$ cat config.mk
export PLATFORM = sky130hd
export DESIGN_NAME = stfg_scale
export DESIGN_NICKNAME = d
export VERILOG_FILES = /design/src/hw/rtl/stfg_pkg.sv /design/src/hw/rtl/stfg_scale.sv
export SDC_FILE = /design/constraint.sdc
export NUM_CORES = 1
export LEC_CHECK = 0
export BUFFER_PORTS_ARGS = -buffer_cell sky130_fd_sc_hd__buf_4
export CAP_MARGIN = 40
export CORE_ASPECT_RATIO = 0.9
export CORE_MARGIN = 2
export CORE_UTILIZATION = 69
export CTS_CLUSTER_SIZE = 8
export DETAILED_ROUTE_END_ITERATION = 10
export PLACE_DENSITY = 0.87
export SYNTH_ARGS = -nofsm -noshare
export SYNTH_HDL_FRONTEND = slang
export SYNTH_SLANG_ARGS = --single-unit
$ cat constraint.sdc
create_clock -name clk -period 12.5 [get_ports clk]
set_input_delay 2.5 -clock clk [delete_from_list [all_inputs] [get_ports clk]]
set_output_delay 2.5 -clock clk [all_outputs]
set_load 0.02 [all_outputs]
$ cat src/hw/rtl/stfg_pkg.sv
// Shared types and constants for the sine tone frame generator.
package stfg_pkg;

    localparam int SAMPLE_W = 32;
    localparam int CH_W     = 3;
    localparam int CNT_W    = 4;
    localparam int MAG_W    = 24;
    localparam int AMP_W    = 31;
    localparam int PROD_W   = MAG_W + AMP_W;
    localparam int PHASE_W  = 32;
    localparam int WSC_W    = 2;
    localparam int CFG_IDX_W = 2;
    localparam int CFG_DATA_W = 32;

    localparam int FIFO_DEPTH = 8;
    localparam int PTR_W      = $clog2(FIFO_DEPTH);
    localparam int OCC_W      = $clog2(FIFO_DEPTH + 1);

    localparam logic [MAG_W-1:0] MAG_FULL    = 24'hFF_FFFF;
    localparam logic [31:0]      PI_HALF_Q30 = 32'd1686629713;

    // register indexes
    localparam logic [CFG_IDX_W-1:0] CFG_PHASE_STEP = 2'd0;
    localparam logic [CFG_IDX_W-1:0] CFG_WORD_SIZE  = 2'd1;
    localparam logic [CFG_IDX_W-1:0] CFG_CHANNELS   = 2'd2;

    // word size codes
    localparam logic [WSC_W-1:0] WS_8  = 2'd0;
    localparam logic [WSC_W-1:0] WS_16 = 2'd1;
    localparam logic [WSC_W-1:0] WS_24 = 2'd2;
    localparam logic [WSC_W-1:0] WS_32 = 2'd3;

    typedef logic signed [SAMPLE_W-1:0] sample_t;
    typedef logic [MAG_W-1:0]           mag_t;

    typedef struct packed {
        logic valid;
        logic neg;
    } lane_ctl_t;

    typedef struct packed {
        logic             valid;
        logic             neg;
        logic [AMP_W-1:0] mag;
    } scaled_t;

endpackage

$ cat src/hw/rtl/stfg_scale.sv
// Amplitude scaling: multiply, then divide by 2^24-1 through end-around folding.
module stfg_scale import stfg_pkg::*; (
    input  logic             clk,
    input  logic             rst_n,
    input  lane_ctl_t        in_ctl,
    input  mag_t             in_mag,
    input  logic [WSC_W-1:0] word_size_code,
    output scaled_t          out
);

    logic [AMP_W-1:0]  amp;
    logic              v2_reg, neg2_reg, v3_reg, neg3_reg, v4_reg, neg4_reg;
    logic [PROD_W-1:0] prod_reg;
    logic [AMP_W-1:0]  q1_reg;
    logic [31:0]       r1_reg;
    logic [AMP_W-1:0]  mag_reg;
    logic [AMP_W-1:0]  mag_next;
    logic [7:0]        q2;
    logic [MAG_W:0]    r2;
    logic              q3;
    logic [MAG_W-1:0]  r3;
    logic              q4;

    always_comb
    begin
        unique case (word_size_code)
            WS_8:    amp = 31'h0000_007F;
            WS_16:   amp = 31'h0000_7FFF;
            WS_24:   amp = 31'h007F_FFFF;
            WS_32:   amp = 31'h7FFF_FFFF;
            default: amp = 31'h0000_7FFF;
        endcase
    end

    always_comb
    begin
        q2 = r1_reg[31:24];
        r2 = {1'b0, r1_reg[MAG_W-1:0]} + {17'd0, q2};
        q3 = r2[MAG_W];
        r3 = r2[MAG_W-1:0] + {23'd0, q3};
        q4 = (r3 == MAG_FULL);
        mag_next = q1_reg + {23'd0, q2} + {30'd0, q3} + {30'd0, q4};
    end

    always_ff @(posedge clk or negedge rst_n)
    begin
        if (!rst_n)
        begin
            v2_reg <= 1'b0;
            v3_reg <= 1'b0;
            v4_reg <= 1'b0;
        end
        else
        begin
            v2_reg <= in_ctl.valid;
            v3_reg <= v2_reg;
            v4_reg <= v3_reg;
        end
    end

    always_ff @(posedge clk)
    begin
        neg2_reg <= in_ctl.neg;
        prod_reg <= PROD_W'(in_mag) * PROD_W'(amp);
        neg3_reg <= neg2_reg;
        q1_reg   <= prod_reg[PROD_W-1:MAG_W];
        r1_reg   <= {8'd0, prod_reg[MAG_W-1:0]} + {1'b0, prod_reg[PROD_W-1:MAG_W]};
        neg4_reg <= neg3_reg;
        mag_reg  <= mag_next;
    end

    assign out.valid = v4_reg;
    assign out.neg   = neg4_reg;
    assign out.mag   = mag_reg;

endmodule

==> results by stage, run 1 <==
Outcome:
- The flow ran to the end, and the final reports show no timing, DRC or antenna violations.

Critical path:
- At the worst endpoint, the arrival time is 10,300 ps.
- In this design, the critical path's most frequently occurring cell is sky130_fd_sc_hd__fa_1.
- For this run, the slowest stage of the critical path takes 750 ps.
- For this design, the slowest cell found on the critical path is sky130_fd_sc_hd__fa_1.
- The start point of the critical path is word_size_code[1].
- STA classifies the critical path startpoint as a primary input.
- Data on the critical path is required at its endpoint by 12,810 ps.
- Of all nets on the critical path, the largest fanout is 40.
- The worst register-to-register path begins at r1_reg[24].
- The worst setup path is of the in -> reg kind.
- The worst flop-to-flop path endpoint is mag_reg[30].
- The worst setup path is captured at a flip-flop.
- The depth of the worst register-to-register path is 34.
- The worst register-to-register path has a setup slack of 4440 ps.

STA:
- The final critical path takes up 79.9% of the cycle.
- The pin slew with the least headroom to its limit is 893 ps.
- Timing would allow up to 100 MHz.
- The worst hold slack is 337 ps.
- Setup repair after global routing left no endpoint under its margin.
- The count of endpoints failing setup in the final report is 0.
- The routed design could run at a clock period as short as 9990 ps.
- The final total negative setup slack is 0 ps.
- The final clock skew is 8.70 ps.
- The headroom to the max-slew limit is 40.1%.
- The final hold violation count is 0.
- The final max-slew violation count is 0.

Route:
- In the final routing, the length of wire on met1 measures 21,200 µm.
- The detail route stage leaves a number of antenna-violating nets equal to 0.
- In the final routed layout, each cell accounts on average for 18.7 µm.
- The via density per instance is 5.70.
- For this block, the routed nets add up to 51,300 µm of wire.
- After detailed routing, the number of remaining DRC violations is 0.
- For this block, the via count after detailed routing is 15,600.
- After detailed routing, no signal wire sits above met4.
- The DRC violation total after the first TritonRoute iteration is 1,036.
- Detailed routing placed a total of 3340 µm of wire on met3.
- The detailed-routed wire length on met2 is 25,100 µm.
- The number of iterations in the first detailed-routing pass is 6.

Clock tree:
- The clock tree from TritonCTS is done.
- The later pin in the worst-skew pair is clocked with a latency of 430 ps.
- The post-cts gate resize count is 0.
- The CTS sink count is 155.
- The number of buffers between clock root and the deepest sink is 2.
- In this run, post-CTS hold repair placed 0 buffers.
- In this run the clock root is driven by a sky130_fd_sc_hd__clkbuf_16.
- The number of H-tree levels is 4.
- Once the clock tree was built, the setup fixing pass inserted 0 buffers.
- The clock transition at the registers of the reported paths is 60 ps.
- Clock tree synthesis inserted a total of 17 buffers.

Place:
- The HPWL after detailed placement is 45,400 µm.
- The last weighted congestion value of the routability-driven placer is 0.952.
- The number of placed instances with taps included is 2,707.
- Summing all placed instances gives a cell area of 0.0235 mm².
- The quantity of I/O buffers inserted on ports is 62.

Synth:
- The synthesized area divided by synthesized cell count is 10.0 µm².
- For this run, the number of Yosys warnings is 0.
- In the post-synthesis netlist, the biggest area contributors are sky130_fd_sc_hd__fa_1 (41%), sky130_fd_sc_hd__dfxtp_1 (13%), sky130_fd_sc_hd__ha_1 (13%).
- The top cell type by area accounts for 41.0% of the synthesized area.
- The multiplexer share of the synthesized area is 0.188%.
- The count of mapped cells out of synthesis is 2,260.
- The area fraction in and, or, nand and nor cells after synthesis is 7.93%.
- The cell area that synthesis handed to floorplanning was 0.0227 mm².
- The share of the yosys chip area belonging to registers is 13.7%.
- The number of unique standard cell types used by synthesis is 74.
- The XOR/XNOR share of the synthesized area is 4.94%.
- The synthesized-area fraction occupied by ao, oa, aoi and oai cells is 8.82%.
- The prevailing post-synth register cell is sky130_fd_sc_hd__dfxtp_1.
- The number of nets produced by synthesis is 2,993.
- Counting instances in the post-synthesis netlist gives the leading cell types as sky130_fd_sc_hd__inv_1 (581), sky130_fd_sc_hd__fa_1 (464), sky130_fd_sc_hd__ha_1 (239), sky130_fd_sc_hd__dfxtp_1 (152), sky130_fd_sc_hd__nand2_1 (117).
- The most instantiated library cell after synthesis is sky130_fd_sc_hd__inv_1.
- The post-synthesis cell type with the largest combined area is sky130_fd_sc_hd__fa_1.
- Summing the areas of all fa, ha and maj instances in the mapped netlist gives 54.2% of the synthesized area.
- Synthesis inferred 155 register bits.
- Counting flops with a built-in enable in the synthesized netlist gives 0.
- The async set-reset flop share out of synthesis is 1.94%.
- The combinational family with the most area after synthesis is adder cells.

Finish:
- The share of layout cells above drive strength 1 is 5.29%.
- The sequential standard cell area is 0.00312 mm².
- The finished layout holds 2,739 standard cells, fillers aside.
- The finished cells cover 0.0241 mm².
- The filler cell count in the final layout is 2,154.
- The register with the most flip-flops in the layout has 55 of them.
- From synthesis to final layout, the design area changed by 6.23%.
- The antenna diode count is 0.
- Summing all multi-input logic gate instances after layout gives 0.0172 mm².
- The layout net count is 3,043.

Floorplan:
- The die covers 0.0343 mm².
- Measured along the x axis, the die boundary spans 195 µm.
- The floorplan has 62 rows.
- The core outline area is 0.0321 mm².
- The die height is 176 µm.
- In this run the count of I/O pins placed on the die edge is 63.
- The initial utilization of the core area, before any placement, comes to 70.6%.

Global routing:
- The largest net degree at the start of global routing is 41.
- Summed over all layers, the global routing overflow is 0.
- Global routing consumed, over all layers together, 32.4% of the routing resources.
- The number of global-route vias before repair is 17,300.
- The first-pass GRT wire length is 86,400 µm.
- The number of antenna violations at the first check in global routing was 0.

Job:
- Across the run, the number of max-cap violations was 0.

Min path:
- The number of stages on the worst hold path is 0.
- The class of the worst hold path is reg -> reg.
- The beginning of the worst hold path is neg2_reg.
- The worst hold path terminates at neg3_reg.
through the flow:
stage	util [%]	setup WS [ps]
after detailed placement	73.3	2090
final	75.0	2510
after global placement	73.3	2380
after CTS	75.0	2550
after floorplan	-	2810
after global routing	75.0	2010
final cells by class:
type / instances / area share [%]
flip-flops and latches: 155 / 12.9
multi-input cells: 1492 / 71.6
well taps: 416 / 2.16
clock buffers: 19 / 1.84
clock inverters: 13 / 0.436
inverters: 581 / 9.05
repair buffers: 63 / 1.96
cell families after synthesis:
kind of cell | count (synthesis)
mux | 4
simple gates | 357
compound gates | 300
buf+inv | 613
xor+xnor | 127
flops | 155
fa+ha+maj | 704
layer usage:
layer / global-route usage, % / up-vias
met5: 0 / -
met4: 10.8 / 0
met3: 5.56 / 118
met2: 55.5 / 529
met1: 42.5 / 7823
li1: - / 7136
worst max-delay path, delay by kind of cell:
| kind | cells | cell delay [ps] |
|---|---|---|
| compound gates | 6 | 1430 |
| fa+ha+maj | 8 | 4190 |
| simple gates | 5 | 1430 |
| buf+inv | 6 | 700 |
how the worst max path moves through the flow:
stage	end	slack, ps	depth (start not counted)
global placement	prod_reg[52]	2380	25
detailed placement	prod_reg[52]	2090	25
CTS	prod_reg[52]	2550	25
finish	prod_reg[52]	2510	25
global route	prod_reg[53]	2010	24
floorplan	prod_reg[41]	2810	29
cell usage in the layout, fill, tap and decap left out, types with 5 or more instances in the layout:
cell	synthesis	final
sky130_fd_sc_hd__or3_1	5	5
sky130_fd_sc_hd__and4_1	5	5
sky130_fd_sc_hd__nand3_1	29	29
sky130_fd_sc_hd__o21bai_1	16	16
sky130_fd_sc_hd__a211oi_1	8	8
sky130_fd_sc_hd__a21oi_1	91	91
sky130_fd_sc_hd__nor3b_1	6	6
sky130_fd_sc_hd__a31oi_1	7	7
sky130_fd_sc_hd__o21a_1	15	15
sky130_fd_sc_hd__xor2_1	30	30
sky130_fd_sc_hd__nor2_1	57	57
sky130_fd_sc_hd__a41oi_1	5	5
sky130_fd_sc_hd__o21ai_1	8	8
sky130_fd_sc_hd__inv_6	0	6
sky130_fd_sc_hd__xnor2_1	96	96
sky130_fd_sc_hd__and3_1	23	23
sky130_fd_sc_hd__and2_1	30	30
sky130_fd_sc_hd__dfxtp_1	152	152
sky130_fd_sc_hd__clkbuf_16	0	17
sky130_fd_sc_hd__inv_1	581	581
sky130_fd_sc_hd__nand2b_1	10	10
sky130_fd_sc_hd__nand4b_1	7	7
sky130_fd_sc_hd__buf_4	2	63
sky130_fd_sc_hd__nand4_1	18	18
sky130_fd_sc_hd__a31o_2	5	5
sky130_fd_sc_hd__nand2_1	117	117
sky130_fd_sc_hd__nor2b_1	14	14
sky130_fd_sc_hd__ha_1	239	239
sky130_fd_sc_hd__a21o_1	37	37
sky130_fd_sc_hd__o21ai_0	58	58
sky130_fd_sc_hd__a21boi_0	6	6
sky130_fd_sc_hd__nor3_1	21	21
sky130_fd_sc_hd__fa_1	464	464
Power of run 1 is left out: the tool's default activity adds up to more than one toggle a clock period on the data nets, which glitch-free logic cannot reach.
==> run 2, diff against run 1 <==
--- a/config.mk
+++ b/config.mk
@@ -9,10 +9,10 @@
 export CAP_MARGIN = 40
 export CORE_ASPECT_RATIO = 0.9
 export CORE_MARGIN = 2
-export CORE_UTILIZATION = 69
+export CORE_UTILIZATION = 59
 export CTS_CLUSTER_SIZE = 8
 export DETAILED_ROUTE_END_ITERATION = 10
-export PLACE_DENSITY = 0.87
+export PLACE_DENSITY = 0.79
 export SYNTH_ARGS = -nofsm -noshare
 export SYNTH_HDL_FRONTEND = slang
 export SYNTH_SLANG_ARGS = --single-unit
==> constraint.sdc (replaced) <==
create_clock -name clk -period 8.5 [get_ports clk]
set_input_delay 1.7 -clock clk [delete_from_list [all_inputs] [get_ports clk]]
set_output_delay 1.7 -clock clk [all_outputs]
set_load 0.02 [all_outputs]
==> run 2 against run 1 <==
  * First-iteration DRC count decreased by 2.6%
  * Sequential cell count unchanged
  * Clock skew increased by 0.68 ps
  * Sequential share of layout area decreased by 0.77 points
  * Largest cell class unchanged
  * Global-route usage decreased by 4.3 points
  * Critical path depth increased by 2
  * Critical path type unchanged
  * Register-to-register slack got worse by 3500 ps
  * Die area increased by 17%
  * Clock-buffer cell count decreased by 2
  * Critical endpoint is now prod_reg[53]
==> results by stage, run 2 (same netlist as run 1, synthesis figures left out) <==
Outcome:
- The flow ran to the end, and the final reports show no timing, DRC or antenna violations.

Finish:
- The top cell types in the final layout, fill and taps aside, are sky130_fd_sc_hd__inv_1 (580), sky130_fd_sc_hd__fa_1 (457), sky130_fd_sc_hd__ha_1 (238).
- The most common library cell in the layout ignoring fill and taps is sky130_fd_sc_hd__inv_1.
- The filler cell count in the final layout is 2,849 (+32%).
- Relative to the synthesized area, the layout overhead comes to 12.9%.
- The layout net count is 3,217 (+5.7%).
- The antenna diode count came to 0 (unchanged).
- The flip-flop count of the largest register after layout was 55 (unchanged).
- The share of layout cells above drive strength 1 is 12.7% (+7.4 points).

STA:
- Setup repair after global routing left no endpoint under its margin.
- The headroom to the max-slew limit came to 56.2% (+16 points).
- The fmax is 121 MHz.
- The final clock skew is 9.38 ps (+0.679 ps).
- The pin slew with the least headroom to its limit was 653 ps (-239 ps).
- The final max-slew violation count is 0 (unchanged).
- The final hold violation count was 0 (unchanged).
- The post-route fraction of the period consumed by the critical path is 97.0%.
- Counting I/O delays and the setup requirement, the final critical path takes 8250 ps.
- The least setup slack across all paths after layout is 253 ps (-2260 ps).
- The count of endpoints failing setup in the final report is 0 (unchanged).

Route:
- The routed wire length on met3 is 2750 µm (-18%).
- The count of unresolved DRC violations after routing is 0 (unchanged).
- The DRC violation total after the first TritonRoute iteration came to 1,009 (-2.6%).
- The number of iterations in the first detailed-routing pass is 6 (unchanged).
- The remaining number of nets flagged by the antenna check after routing is 0 (unchanged).
- The detailed-routed wire length on met2 is 26,000 µm (+3.5%).
- The sum of routed wire segments on met1 came to 22,700 µm (+6.9%).
- The uppermost metal layer occupied by signal nets is met4.
- The via density per instance was 5.40 (-5.1%).
- The detailed-route wire length is 52,700 µm (+2.7%).
- The wire length per cell after detailed routing is 17.6 µm (-5.8%).
- The via total after detailed routing is 16,100 (+3.4%).

Critical path:
- The count of cell instances traversed by the critical path came to 27 (+8.0%).
- The most frequent cell on the critical path is sky130_fd_sc_hd__fa_1.
- The depth of the worst register-to-register path came to 34 (unchanged).
- The data required time of the critical path was 8850 ps (-3960 ps).
- The nature of the critical path endpoint is a flip-flop.
- The arrival time at the worst endpoint is 8600 ps (-1700 ps).
- The biggest fanout along the worst timing path is 17 (-57%).
- The buffers plus inverters on the worst setup path is 9 (+3).
- The critical-path cell with the highest stage delay is sky130_fd_sc_hd__fa_1.
- The type of element launching the critical path is a primary input.
- The worst stage delay on the critical path came to 570 ps (-180 ps).
- Grouping stages by cell kind, the critical path spends the most delay in adder cells.
- The critical path is of the in -> reg type.

Clock tree:
- The post-cts hold buffer count was 0 (unchanged).
- The later-pin clock latency in the skew report is 430 ps (about the same).
- TritonCTS built the clock tree.
- The cell chosen for the clock root is sky130_fd_sc_hd__clkbuf_16.
- The CTS sink count is 155 (unchanged).
- The clock transition at the registers of the reported paths is 60 ps (about the same).
- The number of buffers between clock root and the deepest sink is 2 (unchanged).
- The number of H-tree levels is 4 (unchanged).
- The number of buffers inserted during clock tree synthesis is 17 (unchanged).

Global routing:
- The first-pass GRT wire length was 89,200 µm (+3.2%).
- The largest net degree at the start of global routing is 28 (-32%).
- The number of global-route vias before repair is 17,900 (+3.7%).
- The global-route usage over all layers is 28.2% (-4.3 points).
- The sum of overflow across all layers after global routing was 0 (unchanged).
- The number of antenna violations at the first check in global routing was 0 (unchanged).

Floorplan:
- The full die area was 0.0400 mm² (+17%).
- The site row count is 68 (+9.7%).
- The number of top-level pins is 63 (unchanged).
- The initial standard-cell utilization of the core came to 59.5% (-11 points).
- The die height is 190 µm (+8.0%).
- The core outline area is 0.0381 mm² (+19%).
- The width of the die was 211 µm (+8.0%).

Job:
- The max-cap check violation count is 0 (unchanged).

Min path:
- The number of stages on the worst hold path is 0 (unchanged).
- The class of the worst hold path is reg -> reg.

Place:
- The worst setup slack after placement is -366 ps (-2460 ps).
- The sum of net half-perimeters after detailed placement came to 46,500 µm (+2.5%).
- The last weighted congestion value of the routability-driven placer is 0.943 (-0.93%).
- The quantity of I/O buffers inserted on ports is 62 (unchanged).
run 2: cell types whose count changed in the layout (fill, tap and decap cells not counted), sizes merged:
cell and delta:
clkbuf -2, clkinv +2, buf +174, bufinv +1, inv -2, clkinvlp +1
run 2: metal layers:
layer | vias up | track usage [%]
met3 | 106 | 4.51
met4 | 0 | 7.04
li1 | 7466 | -
met1 | 8098 | 37.3
met5 | - | 0
met2 | 474 | 48.7
run 2: what timing repair did:
item / 4_1_cts / 5_1_grt
setup endpoints to repair: 0 / 14
buffers inserted: 0 / 1
resized for setup: 0 / 8
run 2: through the flow:
step	area, µm²	utilization (%)	TNS (ps)	cells	hold slack [ps]
4_1_cts	25600	67.0	0	2986	335
6_report	25600	67.2	0	2987	334
2_1_floorplan	22800	-	-0.508	2260	310
3_5_place_dp	25000	65.6	-3800	2954	322
5_1_grt	25600	67.2	0	2987	340
3_3_place_gp	25000	65.6	-1970	2954	310
run 2: final timing paths:
check / endpoint / from / slack (ps)
worst max-delay path: prod_reg[53] / word_size_code[0] / 250
worst min-delay path: neg3_reg / neg2_reg / 330
worst max register to register: mag_reg[24] / r1_reg[24] / 910
worst min register to register: neg3_reg / neg2_reg / 330
max in group asynchronous: v4_reg / rst_n / 7350
min in group asynchronous: v2_reg / rst_n / 1050
run 2: final cells by class:
type                    count  area (µm²)  share of cell area, %
multi-input cells        1492       17300                   67.7
clock buffers              17         425                   1.66
clock inverters            15         141                  0.552
repair buffers            237        1780                   6.96
flip-flops and latches    155        3120                   12.2
well taps                 490         613                   2.39
inverters                 581        2180                   8.52
Power of run 2 is left out for the same reason.
