File: src/hw/rtl/stfg_pkg.sv
// Shared types and constants for the sine tone frame generator.
package stfg_pkg;

    localparam int SAMPLE_W = 32;
    localparam int CH_W     = 3;
    localparam int CNT_W    = 4;
    localparam int MAG_W    = 24;
    localparam int AMP_W    = 31;
    localparam int PROD_W   = MAG_W + AMP_W;
    localparam int PHASE_W  = 32;
    localparam int WSC_W    = 2;
    localparam int CFG_IDX_W = 2;
    localparam int CFG_DATA_W = 32;

    localparam int FIFO_DEPTH = 8;
    localparam int PTR_W      = $clog2(FIFO_DEPTH);
    localparam int OCC_W      = $clog2(FIFO_DEPTH + 1);

    localparam logic [MAG_W-1:0] MAG_FULL    = 24'hFF_FFFF;
    localparam logic [31:0]      PI_HALF_Q30 = 32'd1686629713;

    // register indexes
    localparam logic [CFG_IDX_W-1:0] CFG_PHASE_STEP = 2'd0;
    localparam logic [CFG_IDX_W-1:0] CFG_WORD_SIZE  = 2'd1;
    localparam logic [CFG_IDX_W-1:0] CFG_CHANNELS   = 2'd2;

    // word size codes
    localparam logic [WSC_W-1:0] WS_8  = 2'd0;
    localparam logic [WSC_W-1:0] WS_16 = 2'd1;
    localparam logic [WSC_W-1:0] WS_24 = 2'd2;
    localparam logic [WSC_W-1:0] WS_32 = 2'd3;

    typedef logic signed [SAMPLE_W-1:0] sample_t;
    typedef logic [MAG_W-1:0]           mag_t;

    typedef struct packed {
        logic valid;
        logic neg;
    } lane_ctl_t;

    typedef struct packed {
        logic             valid;
        logic             neg;
        logic [AMP_W-1:0] mag;
    } scaled_t;

endpackage

File: src/hw/rtl/stfg_word_if.sv
// Sample word channel.
interface stfg_word_if import stfg_pkg::*; ();
    logic              valid;
    logic              ready;
    sample_t           sample;
    logic [CH_W-1:0]   channel_index;
    logic              last_of_frame;

    modport source (output valid, output sample, output channel_index,
                    output last_of_frame, input ready);
    modport sink (input valid, input sample, input channel_index,
                  input last_of_frame, output ready);
endinterface

File: src/hw/rtl/stfg_frame_emit.sv
// Sample queue and per-channel word emitter with output register.
module stfg_frame_emit import stfg_pkg::*; (
    input  logic             clk,
    input  logic             rst_n,
    input  scaled_t          in,
    input  logic [CNT_W-1:0] chan_count,
    output logic             pop,
    stfg_word_if.source      samples
);

    sample_t           fifo_mem [FIFO_DEPTH];
    logic [PTR_W-1:0]  wr_ptr_reg, rd_ptr_reg;
    logic [OCC_W-1:0]  cnt_reg;
    logic [CH_W-1:0]   ch_reg;
    logic              valid_reg;
    sample_t           sample_reg;
    logic [CH_W-1:0]   chan_reg;
    logic              last_reg;
    sample_t           wr_word;
    logic              load;
    logic              last_ch;

    assign wr_word = in.neg ? (SAMPLE_W'(0) - SAMPLE_W'(in.mag)) : SAMPLE_W'(in.mag);
    assign last_ch = ({1'b0, ch_reg} == (chan_count - 4'd1));
    assign load    = (cnt_reg != '0) && (!valid_reg || samples.ready);
    assign pop     = load && last_ch;

    always_ff @(posedge clk)
    begin
        if (in.valid)
            fifo_mem[wr_ptr_reg] <= wr_word;
        if (load)
        begin
            sample_reg <= fifo_mem[rd_ptr_reg];
            chan_reg   <= ch_reg;
            last_reg   <= last_ch;
        end
    end

    always_ff @(posedge clk or negedge rst_n)
    begin
        if (!rst_n)
        begin
            wr_ptr_reg <= '0;
            rd_ptr_reg <= '0;
            cnt_reg    <= '0;
            ch_reg     <= '0;
            valid_reg  <= 1'b0;
        end
        else
        begin
            if (in.valid)
                wr_ptr_reg <= wr_ptr_reg + 1'b1;
            if (pop)
                rd_ptr_reg <= rd_ptr_reg + 1'b1;
            cnt_reg <= cnt_reg + OCC_W'(in.valid) - OCC_W'(pop);
            if (load)
                ch_reg <= last_ch ? '0 : ch_reg + 1'b1;
            if (load)
                valid_reg <= 1'b1;
            else if (samples.ready)
                valid_reg <= 1'b0;
        end
    end

    assign samples.valid         = valid_reg;
    assign samples.sample        = sample_reg;
    assign samples.channel_index = chan_reg;
    assign samples.last_of_frame = last_reg;

endmodule

File: src/flat_wrapper.sv
// flat-port wrapper written by rule: the top's interface ports become plain ports
module stfg_frame_emit_flat import stfg_pkg::*;
  (clk, rst_n, in, chan_count, pop, samples_valid, samples_sample, samples_channel_index, samples_last_of_frame, samples_ready);
  stfg_word_if samples_i ();
  input  logic clk;
  input  logic rst_n;
  input  scaled_t in;
  input  logic [CNT_W-1:0] chan_count;
  output logic pop;
  output wire logic [$bits(samples_i.valid)-1:0] samples_valid;
  output wire logic [$bits(samples_i.sample)-1:0] samples_sample;
  output wire logic [$bits(samples_i.channel_index)-1:0] samples_channel_index;
  output wire logic [$bits(samples_i.last_of_frame)-1:0] samples_last_of_frame;
  input wire logic [$bits(samples_i.ready)-1:0] samples_ready;
  assign samples_valid = samples_i.valid;
  assign samples_sample = samples_i.sample;
  assign samples_channel_index = samples_i.channel_index;
  assign samples_last_of_frame = samples_i.last_of_frame;
  assign samples_i.ready = samples_ready;
  stfg_frame_emit u_core (.clk(clk), .rst_n(rst_n), .in(in), .chan_count(chan_count), .pop(pop), .samples(samples_i));
endmodule
File: config.mk
export PLATFORM = sky130hd
export DESIGN_NAME = stfg_frame_emit_flat
export DESIGN_NICKNAME = d
export VERILOG_FILES = /design/src/hw/rtl/stfg_pkg.sv /design/src/hw/rtl/stfg_word_if.sv /design/src/hw/rtl/stfg_frame_emit.sv /design/src/flat_wrapper.sv
export SDC_FILE = /design/constraint.sdc
export NUM_CORES = 1
export LEC_CHECK = 0
export BUFFER_PORTS_ARGS = -buffer_cell sky130_fd_sc_hd__buf_2
export CORE_ASPECT_RATIO = 0.75
export CORE_MARGIN = 2
export CORE_UTILIZATION = 55
export CTS_CLUSTER_DIAMETER = 60
export DETAILED_ROUTE_END_ITERATION = 8
export PLACE_DENSITY = 0.76
export SLEW_MARGIN = 20
export SYNTH_ARGS = -nofsm -noshare
export SYNTH_HDL_FRONTEND = slang
export SYNTH_SLANG_ARGS = --single-unit
File: constraint.sdc
create_clock -name clk -period 4.4 [get_ports clk]
set_input_delay 0.22 -clock clk [delete_from_list [all_inputs] [get_ports clk]]
set_output_delay 0.22 -clock clk [all_outputs]
set_load 0.02 [all_outputs]
==> results of run 1 <==
-- cells in the final DEF (no fill, tap or decap), drive strengths merged --
cell           n
dlygate4sd3    2
nor3           6
diode          2
edfxtp       292
mux4          64
a21oi          2
nor2          10
clkinv         8
mux2          34
or4            3
o21a           1
o31ai          8
buf           94
bufinv         2
nor4           7
nand2b         5
o211ai         1
or3            2
a21o           1
nor3b          4
inv           12
nor4bb         1
fa             1
ha            10
xor2           3
nand2         14
o41a           1
nor2b          1
nand4          5
dfrtp         14
xnor2         36
o21ai         18
nand3          4
clkbuf        43
o41ai          4
-- power by group through the flow --
stage,registers (mW),clock network (mW),logic (mW)
after floorplan,4.32,0,1.49
after global placement,4.26,0,2.17
after detailed placement,4.29,0,2.22
after CTS,4.24,2.42,2.24
after global routing,4.29,2.55,2.37
final,4.23,2.39,2.20
-- path summary, 6_finish.rpt --
| check | start | to | slack [ns] | depth (start not counted) |
|---|---|---|---|---|
| hold reg to reg | u_core.ch_reg[2] | u_core.samples.channel_index[2] | 0.51 | 0 |
| min in group asynchronous | rst_n | u_core.rd_ptr_reg[2] | 0.11 | 2 |
| setup / recovery | u_core.cnt_reg[2] | u_core.cnt_reg[2] | 1.44 | 11 |
| setup reg to reg | u_core.cnt_reg[2] | u_core.cnt_reg[2] | 1.44 | 11 |
| max in group asynchronous | rst_n | u_core.rd_ptr_reg[0] | 4.02 | 2 |
| hold / removal | in[0] | u_core.fifo_mem[1][0] | 0.04 | 1 |
-- logic make-up (layout without fill, tap and decap cells) --
logic type                 count (synthesis)  in the layout
muxes                                     98             98
other                                      0              2
adders and majority gates                 11             11
buffers and inverters                     33            161
DFF                                      306            306
and+or+nand+nor                           62             62
xor gates and xnor gates                  39             39
AOI/OAI and AO/OA                         36             36
-- worst register-to-register path, delay by kind of cell, from the launching register on --
family / cells / cell delay, ns
compound gates: 1 / 0.24
xor+xnor: 1 / 0.15
fa+ha+maj: 4 / 0.99
buf+inv: 3 / 0.21
flops: 1 / 0.36
simple gates: 2 / 0.90
-- timing repair --
| item | CTS | global route |
|---|---|---|
| setup buffers | 0 | 0 |
| hold endpoints to repair | 16 | 0 |
| hold buffers | 2 | 0 |
| endpoints found under the setup margin | 0 | 0 |
-- synthesized netlist by cell type, types with 2 or more instances --
master,count,area (sq um)
nor3_1,5,25.0
o41ai_2,2,32.5
nor4_1,4,25.0
nor4_2,2,25.0
mux2_2,33,372
clkbuf_1,9,33.8
dfrtp_1,14,350
inv_1,12,45.0
nand2b_1,5,31.3
xor2_1,3,26.3
xnor2_1,36,315
nand4_1,4,25.0
edfxtp_1,292,8770
o21ai_1,11,55.1
buf_2,6,30.0
a21oi_1,2,10.0
nor2_1,10,37.5
o21ai_0,6,30.0
ha_1,10,125
nand3_1,4,20.0
o31ai_1,8,60.1
mux4_2,64,1440
or3_1,2,12.5
o41ai_1,2,17.5
or4_4,2,22.5
buf_1,6,22.5
nor3b_1,3,22.5
nand2_1,14,52.6
-- per-stage QoR --
stage	instances	hold WS (ns)
after global routing	1009	0.0269
after CTS	1007	0.0221
after global placement	952	0.128
after detailed placement	952	0.138
final	1009	0.0385
after floorplan	585	-0.0756
-- area by class of cell --
| class | instances | share of cell area, % |
|---|---|---|
| multi-input combinational | 246 | 21.3 |
| antenna | 2 | 0.0359 |
| tap | 294 | 2.64 |
| sequential | 306 | 65.4 |
| clock inverter | 10 | 0.700 |
| timing repair buffer | 96 | 3.82 |
| clock buffer | 43 | 5.79 |
| inverter | 12 | 0.323 |
-- routing by layer --
layer	share of wire [%]	track usage, %
met5	0	0
met4	1.7	4.55
met3	7.1	3.82
met2	50	35.3
met1	41	29.9
==> impl_metrics.env, run 1 <==
export IMPL_status="completed"
export IMPL_synth_cells=585
export IMPL_ant_nets=0
export IMPL_largest_reg_flops=256
export IMPL_synth_edff_count=292
export IMPL_grt_setup_unrepaired="false"
export IMPL_final_seq_area_sq_um=9120
export IMPL_cts_tree="yes"
export IMPL_seqPwrFrac_pct=48.0
export IMPL_die_h_um=133
export IMPL_p_leak_nw=4.59
export IMPL_clock_sinks=306
export IMPL_die_area_sq_um=23400
export IMPL_antenna_found_initial=2
export IMPL_syn_to_final_growth_pct=14.5
export IMPL_setup_viol=0
export IMPL_crit_path_max_incr_delay_ns=0.72
export IMPL_placed_cell_area_sq_um=13000
export IMPL_grt_max_degree=43
export IMPL_cp_arrival_ns=3.38
export IMPL_synth_warnings=0
export IMPL_pwr_share_clk_pct=27.1
export IMPL_critPathBufInv=3
export IMPL_path_delay_family="adder cells"
export IMPL_dr_total_vias=5964
export IMPL_clock_root_buffer="clkbuf_16"
export IMPL_synth_xor_area_share_pct=2.80
export IMPL_grt_usage_pct=21.2
export IMPL_drc=0
export IMPL_clkTransAtPathRegs_ns=0.06
export IMPL_synthSimpleGateAreaFrac_pct=3.11
export IMPL_multiInputGateArea_sq_um=2970
export IMPL_vdd_drop_max_mv=0.417
export IMPL_critPathRequiredTime_ns=4.82
export IMPL_slew_viol_final=0
export IMPL_final_util_pct=63.6
export IMPL_fin_setup_tns_ns=0
export IMPL_fin_crit_ns=2.96
export IMPL_num_rows=47
export IMPL_io_buffers=77
export IMPL_first_pass_iters=5
export IMPL_cts_buffers=29
export IMPL_fillers=1496
export IMPL_yosysUniqueCellTypes=42
export IMPL_synth_nets=636
export IMPL_cts_resized=0
export IMPL_overflow=0
export IMPL_postSynth_asyncResetShare_pct=4.58
export IMPL_syn_cell_area_sq_um=12200
export IMPL_coreArea_sq_um=21900
export IMPL_first_iter_violations=602
export IMPL_slew_headroom_pct=35.1
export IMPL_ios=78
export IMPL_worst_slew_pin_slew_ns=0.963
export IMPL_hpwl_um=14200
export IMPL_max_freq_mhz=338
export IMPL_p_per_area_nw_per_um2=631
export IMPL_setup_slack_ns=1.44
export IMPL_p_sw_mw=2.47
export IMPL_die_w_um=176
export IMPL_drv_cap=0
export IMPL_fin_nets=742
export IMPL_initial_utilization_pct=55.6
export IMPL_crit_path_start_kind="flip-flop"
export IMPL_place_ws_ns=1.45
export IMPL_synth_fa_ha_area_share_pct=1.19
export IMPL_intPower_mw=6.34
export IMPL_routed_via_density=5.91
export IMPL_grt_pass1_wl_um=36700
export IMPL_holdCritPathClass="input port to flip-flop"
export IMPL_clk_path_buf_depth=3
export IMPL_ys_flop_type="edfxtp_1"
export IMPL_p_total_mw=8.81
export IMPL_ys_seq_area_share_pct=74.8
export IMPL_hold_viol=0
export IMPL_crit_chain="inv_1, ha_1, nor3b_1, nor4_1, o21ai_1, inv_1, ha_1, inv_1, ha_1, fa_1, xor2_1"
export IMPL_globalplace_congestion=0.783
export IMPL_crit_type="flip-flop to flip-flop"
export IMPL_wl_um=24000
export IMPL_avgSynthCellArea_sq_um=20.8
export IMPL_fin_skew_ns=0.00686
export IMPL_drive_gt1_share_pct=35.5
export IMPL_fin_crit_sh_pct=67.3
export IMPL_crit_path_end_kind="flip-flop"
export IMPL_synthMuxAreaShare_pct=15.0
export IMPL_path_max_fanout=7
export IMPL_synth_top_family_by_area="multiplexers"
export IMPL_slowest_stage="nor3b_1"
export IMPL_switching_share_pct=28.0
export IMPL_synth_compound_area_share_pct=2.03
export IMPL_htreeDepth=1
export IMPL_grt_pass1_vias=6194
export IMPL_ys_seq_elements=306
export IMPL_routed_wire_length_per_instance_um=23.8
export IMPL_clk_latency_ns=0.53
export IMPL_p_comb_share_pct=25.0
export IMPL_fin_area_sq_um=14000
No activity file was read; power rests on OpenSTA's default activity.
==> inputs of run 2 (changes only) <==
--- a/config.mk
+++ b/config.mk
@@ -8,10 +8,10 @@
 export BUFFER_PORTS_ARGS = -buffer_cell sky130_fd_sc_hd__buf_2
 export CORE_ASPECT_RATIO = 0.75
 export CORE_MARGIN = 2
-export CORE_UTILIZATION = 55
+export CORE_UTILIZATION = 54
 export CTS_CLUSTER_DIAMETER = 60
 export DETAILED_ROUTE_END_ITERATION = 8
-export PLACE_DENSITY = 0.76
+export PLACE_DENSITY = 0.78
 export SLEW_MARGIN = 20
 export SYNTH_ARGS = -nofsm -noshare
 export SYNTH_HDL_FRONTEND = slang
==> constraint.sdc (replaced) <==
create_clock -name clk -period 2.6 [get_ports clk]
set_input_delay 0.13 -clock clk [delete_from_list [all_inputs] [get_ports clk]]
set_output_delay 0.13 -clock clk [all_outputs]
set_load 0.02 [all_outputs]
==> impl_metrics.env, run 2 (same netlist as run 1, synthesis figures left out) <==
export IMPL_crit_type="flip-flop to flip-flop"
export IMPL_holdCritPathClass="input port to async pin"
export IMPL_path_max_fanout=3
export IMPL_slowest_stage="dfrtp_1"
export IMPL_drt_met1_wl_um=10400
export IMPL_setup_viol=0
export IMPL_critPathRequiredTime_ns=3.05
export IMPL_grt_setup_unrepaired="false"
export IMPL_crit_chain="xnor2_1, nor4bb_4, o21ai_2, inv_1, ha_1, inv_1, ha_1, a21o_1, a21oi_1, xor2_1"
export IMPL_die_area_sq_um=23800
export IMPL_slew_viol_final=0
export IMPL_globalplace_congestion=0.826
export IMPL_hpwl_um=14400
export IMPL_fin_crit_ns=2.33
export IMPL_routed_via_density=6.00
export IMPL_wl_met2_um=12200
export IMPL_grt_usage_pct=21.3
export IMPL_fin_setup_tns_ns=0
export IMPL_clk_path_buf_depth=3
export IMPL_dr_total_vias=6124
export IMPL_p_per_area_nw_per_um2=1070
export IMPL_grt_pass1_wl_um=37500
export IMPL_crit_path_start_kind="flip-flop"
export IMPL_initial_utilization_pct=55.1
export IMPL_max_freq_mhz=430
export IMPL_fin_crit_sh_pct=89.5
export IMPL_io_buffers=77
export IMPL_coreArea_sq_um=22100
export IMPL_multiInputGateArea_sq_um=3020
export IMPL_clock_sinks=306
export IMPL_status="completed"
export IMPL_final_seq_area_sq_um=9120
export IMPL_clock_root_buffer="clkbuf_16"
export IMPL_path_delay_family="compound AO/OA/AOI/OAI gates"
export IMPL_ios=78
export IMPL_hold_viol=0
export IMPL_fin_skew_ns=0.0161
export IMPL_critPathBufInv=2
export IMPL_vdd_drop_max_mv=0.573
export IMPL_clkTransAtPathRegs_ns=0.06
export IMPL_drive_gt1_share_pct=37.2
export IMPL_fillers=1499
export IMPL_placed_cell_area_sq_um=13200
export IMPL_overflow=0
export IMPL_antenna_found_initial=2
export IMPL_p_leak_nw=4.69
export IMPL_cts_tree="yes"
export IMPL_cts_buffers=28
export IMPL_worst_slew_pin_slew_ns=1.03
export IMPL_drv_cap=0
export IMPL_first_pass_iters=5
export IMPL_routed_wire_length_per_instance_um=24.1
export IMPL_wl_um=24600
export IMPL_final_cell_mix="edfxtp_1, buf_2, mux4_2"
export IMPL_syn_to_final_growth_pct=16.2
export IMPL_largest_reg_flops=256
export IMPL_grt_max_degree=36
export IMPL_slew_headroom_pct=30.9
export IMPL_die_h_um=134
export IMPL_layout_commonest_cell="edfxtp_1"
export IMPL_grt_pass1_vias=6355
export IMPL_postCtsSetupBuffers=0
export IMPL_met3_length_um=1520
export IMPL_cp_arrival_ns=2.78
export IMPL_crit_path_end_kind="flip-flop"
export IMPL_crit_path_max_incr_delay_ns=0.41
export IMPL_drc=0
export IMPL_ant_nets=0
export IMPL_htreeDepth=1
export IMPL_first_iter_violations=568
export IMPL_num_rows=47
export IMPL_clk_latency_ns=0.54
export IMPL_fin_nets=754
export IMPL_die_w_um=177
export IMPL_dr_max_layer_used="met4"
export IMPL_fin_area_sq_um=14200
==> run 2: cell types whose count changed in the layout (fill, tap and decap cells not counted), sizes merged <==
cell	delta
clkinvlp	+1
buf	+12
dlygate4sd3	+1
bufinv	+1
clkbuf	-8
clkinv	+4
==> run 2: what timing repair did <==
action	CTS	global route
endpoints found under the hold margin	26	0
resized for setup	0	5
hold buffers	3	0
endpoints found under the setup margin	0	3
==> run 2: stage by stage <==
| stage | setup slack, ns | hold WS [ns] | utilization (%) | total power, mW | std cells |
|---|---|---|---|---|---|
| after floorplan | 0.161 | -0.166 | - | 9.83 | 585 |
| after detailed placement | 0.0213 | 0.0472 | 59.7 | 11.2 | 964 |
| after global routing | 0.0468 | 0.0759 | 64.0 | 15.8 | 1020 |
| final | 0.273 | 0.0389 | 64.0 | 15.2 | 1020 |
| after CTS | 0.0773 | 0.0397 | 63.9 | 15.3 | 1018 |
| after global placement | 0.253 | 0.0392 | 59.7 | 11.1 | 964 |
==> run 2: worst paths after layout <==
check	slack (ns)	endpoint	cells after the start	start
min in group clk	0.06	u_core.rd_ptr_reg[0]	4	chan_count[2]
max	0.27	u_core.cnt_reg[3]	10	u_core.ch_reg[2]
max reg2reg	0.27	u_core.cnt_reg[3]	10	u_core.ch_reg[2]
max in group asynchronous	2.29	u_core.rd_ptr_reg[0]	2	rst_n
min reg2reg	0.52	u_core.samples.channel_index[2]	0	u_core.ch_reg[2]
min	0.04	u_core.rd_ptr_reg[2]	2	rst_n
==> run 2: area by class of cell <==
type | instances | area share (%)
repair buffers | 109 | 4.91
flip-flops and latches | 306 | 64.4
well taps | 294 | 2.60
inverters | 12 | 0.318
multi-input cells | 246 | 21.3
clock inverters | 16 | 1.09
clock buffers | 35 | 5.29
diodes | 2 | 0.0354
==> run 2: layer usage <==
metal | up-vias | GRT usage, %
li1 | 2637 | -
met1 | 3212 | 30.9
met2 | 239 | 34.4
met3 | 36 | 3.49
met4 | 0 | 5.69
met5 | - | 0
==> run 2: where the power goes <==
part | switching (mW) | total (mW) | internal [mW]
registers | 0.474 | 7.10 | 6.63
logic | 2.13 | 4.04 | 1.92
clock network | 1.71 | 4.04 | 2.33
==> run 2: worst reg2reg max path: stages (launching register included) <==
cell      delay [ns]
dfrtp_1         0.41
xnor2_1         0.28
nor4bb_4        0.33
o21ai_2         0.12
inv_1           0.11
ha_1            0.15
inv_1           0.06
ha_1            0.28
a21o_1          0.18
a21oi_1         0.17
xor2_1          0.17
==> inputs of run 3 (changes only) <==
==> constraint.sdc (replaced) <==
create_clock -name clk -period 2.6 [get_ports clk]
set_input_delay 0.52 -clock clk [delete_from_list [all_inputs] [get_ports clk]]
set_output_delay 0.52 -clock clk [all_outputs]
set_load 0.02 [all_outputs]
==> impl_metrics.env, run 3 (same netlist as run 1, synthesis figures left out) <==
export IMPL_status="completed"
export IMPL_grt_pass1_vias=6343
export IMPL_reg2regPathDepth=10
export IMPL_cts_tree="yes"
export IMPL_crit_type="flip-flop to primary output"
export IMPL_die_w_um=177
export IMPL_hold_viol=0
export IMPL_fin_crit_sh_pct=97.6
export IMPL_path_max_fanout=3
export IMPL_grt_max_degree=49
export IMPL_clock_sinks=306
export IMPL_final_util_pct=64.0
export IMPL_clk_path_buf_depth=3
export IMPL_switching_share_pct=28.5
export IMPL_clock_root_buffer="clkbuf_16"
export IMPL_fin_area_sq_um=14100
export IMPL_layout_commonest_cell="edfxtp_1"
export IMPL_htreeDepth=1
export IMPL_num_rows=47
export IMPL_ios=78
export IMPL_globalplace_congestion=0.756
export IMPL_p_total_mw=14.8
export IMPL_hold_ws_ns=0.264
export IMPL_p_sw_mw=4.22
export IMPL_grt_busiest_layer="met2"
export IMPL_crit_path_end_kind="primary output"
export IMPL_final_cell_mix="edfxtp_1, buf_2, mux4_2"
export IMPL_coreArea_sq_um=22100
export IMPL_initial_utilization_pct=55.1
export IMPL_routed_via_density=5.90
export IMPL_seqPwrFrac_pct=47.3
export IMPL_grt_usage_pct=21.3
export IMPL_fin_crit_ns=2.54
export IMPL_die_area_sq_um=23800
export IMPL_drive_gt1_share_pct=37.2
export IMPL_io_buffers=77
export IMPL_drc=0
export IMPL_die_h_um=134
export IMPL_antenna_found_initial=4
export IMPL_setup_viol=0
export IMPL_cts_buffers=28
export IMPL_p_comb_share_pct=27.7
export IMPL_slew_headroom_pct=51.3
export IMPL_critPathRequiredTime_ns=2.08
export IMPL_use_met1_pct=30.2
export IMPL_hold_path_depth=2
export IMPL_p_leak_nw=4.67
export IMPL_clk_latency_ns=0.53
export IMPL_clkTransAtPathRegs_ns=0.06
export IMPL_gr_usage_met3_pct=3.91
export IMPL_slew_viol_final=0
export IMPL_overflow=0
export IMPL_ant_nets=0
export IMPL_grt_util_met2_pct=35.3
export IMPL_syn_to_final_growth_pct=16.1
export IMPL_first_pass_iters=5
export IMPL_first_iter_violations=698
export IMPL_placed_cell_area_sq_um=13300
export IMPL_cp_arrival_ns=2.02
export IMPL_worst_slew_pin_slew_ns=0.725
export IMPL_critPathBufInv=3
export IMPL_drv_cap=0
export IMPL_fin_nets=755
export IMPL_routed_wire_length_per_instance_um=23.8
export IMPL_slowest_stage="dfrtp_1"
export IMPL_crit_path_max_incr_delay_ns=0.42
export IMPL_intPower_mw=10.6
export IMPL_fillers=1469
export IMPL_p_per_area_nw_per_um2=1050
export IMPL_wl_um=24300
export IMPL_hpwl_um=14300
export IMPL_dp_cells=967
export IMPL_max_freq_mhz=394
export IMPL_holdCritPathClass="input port to flip-flop"
export IMPL_crit_path_start_kind="flip-flop"
export IMPL_path_delay_family="flip-flops"
export IMPL_grt_pass1_wl_um=37700
export IMPL_fin_skew_ns=0.0124
export IMPL_crit_chain="xnor2_1, nor4bb_4, o21ai_2, inv_2, buf_4, buf_2"
export IMPL_largest_reg_flops=256
export IMPL_finalNonFillerCells=1021
export IMPL_pwr_share_clk_pct=25.0
export IMPL_cp_num_cells=6
export IMPL_dr_total_vias=6025
export IMPL_vdd_drop_max_mv=0.583
==> run 3: cell types whose count changed in the layout (fill, tap and decap cells not counted), sizes merged <==
cell,change
buf,+3
bufinv,-3
clkinv,-1
dlygate4sd3,-2
clkbuf,+4
==> run 3: final cells by class <==
class / instances / area [sq um] / share of cell area (%)
inverter: 12 / 45.0 / 0.318
clock buffer: 39 / 763 / 5.39
sequential: 306 / 9120 / 64.5
tap: 294 / 368 / 2.60
antenna: 2 / 5.00 / 0.0354
clock inverter: 12 / 57.6 / 0.407
multi-input combinational: 246 / 3010 / 21.3
timing repair buffer: 110 / 773 / 5.47
==> run 3: metal layers <==
| layer | vias to the layer above | part of all wire [%] |
|---|---|---|
| met2 | 229 | 50 |
| li1 | 2633 | - |
| met5 | - | 0.045 |
| met3 | 32 | 7.1 |
| met4 | 2 | 1.8 |
| met1 | 3129 | 41 |
==> run 3: path summary, 6_finish.rpt <==
| path | from | endpoint | slack (ns) |
|---|---|---|---|
| setup / recovery | u_core.ch_reg[2] | pop | 0.06 |
| hold / removal | in[32] | u_core.wr_ptr_reg[0] | 0.26 |
| setup reg to reg | u_core.ch_reg[2] | u_core.cnt_reg[3] | 0.31 |
| hold reg to reg | u_core.ch_reg[2] | u_core.samples.channel_index[2] | 0.55 |
| max in group asynchronous | rst_n | u_core.rd_ptr_reg[0] | 1.89 |
| min in group asynchronous | rst_n | u_core.ch_reg[2] | 0.43 |
==> run 3: power groups by stage <==
| stage | sequential, mW | combinational [mW] | clock (mW) |
|---|---|---|---|
| finish | 7.00 | 4.11 | 3.70 |
| floorplan | 7.31 | 2.52 | 0 |
| global placement | 7.03 | 4.03 | 0 |
| CTS | 7.01 | 4.18 | 3.76 |
| global route | 7.08 | 4.45 | 3.95 |
| detailed placement | 7.10 | 4.14 | 0 |
==> run 3: stage by stage <==
| step | worst slack, ns | TNS (ns) |
|---|---|---|
| after floorplan | 0.0295 | 0 |
| final | 0.0615 | 0 |
| after detailed placement | -0.131 | -0.335 |
| after CTS | 0.000951 | 0 |
| after global routing | -0.0485 | -0.0485 |
| after global placement | -0.00757 | -0.00937 |
==> run 3: what timing repair did <==
action,in CTS,in global routing
buffers inserted,0,0
pin swaps,0,1
hold endpoints to repair,14,0
hold buffers,1,0
gates resized for setup,1,2
endpoints found under the setup margin,1,1
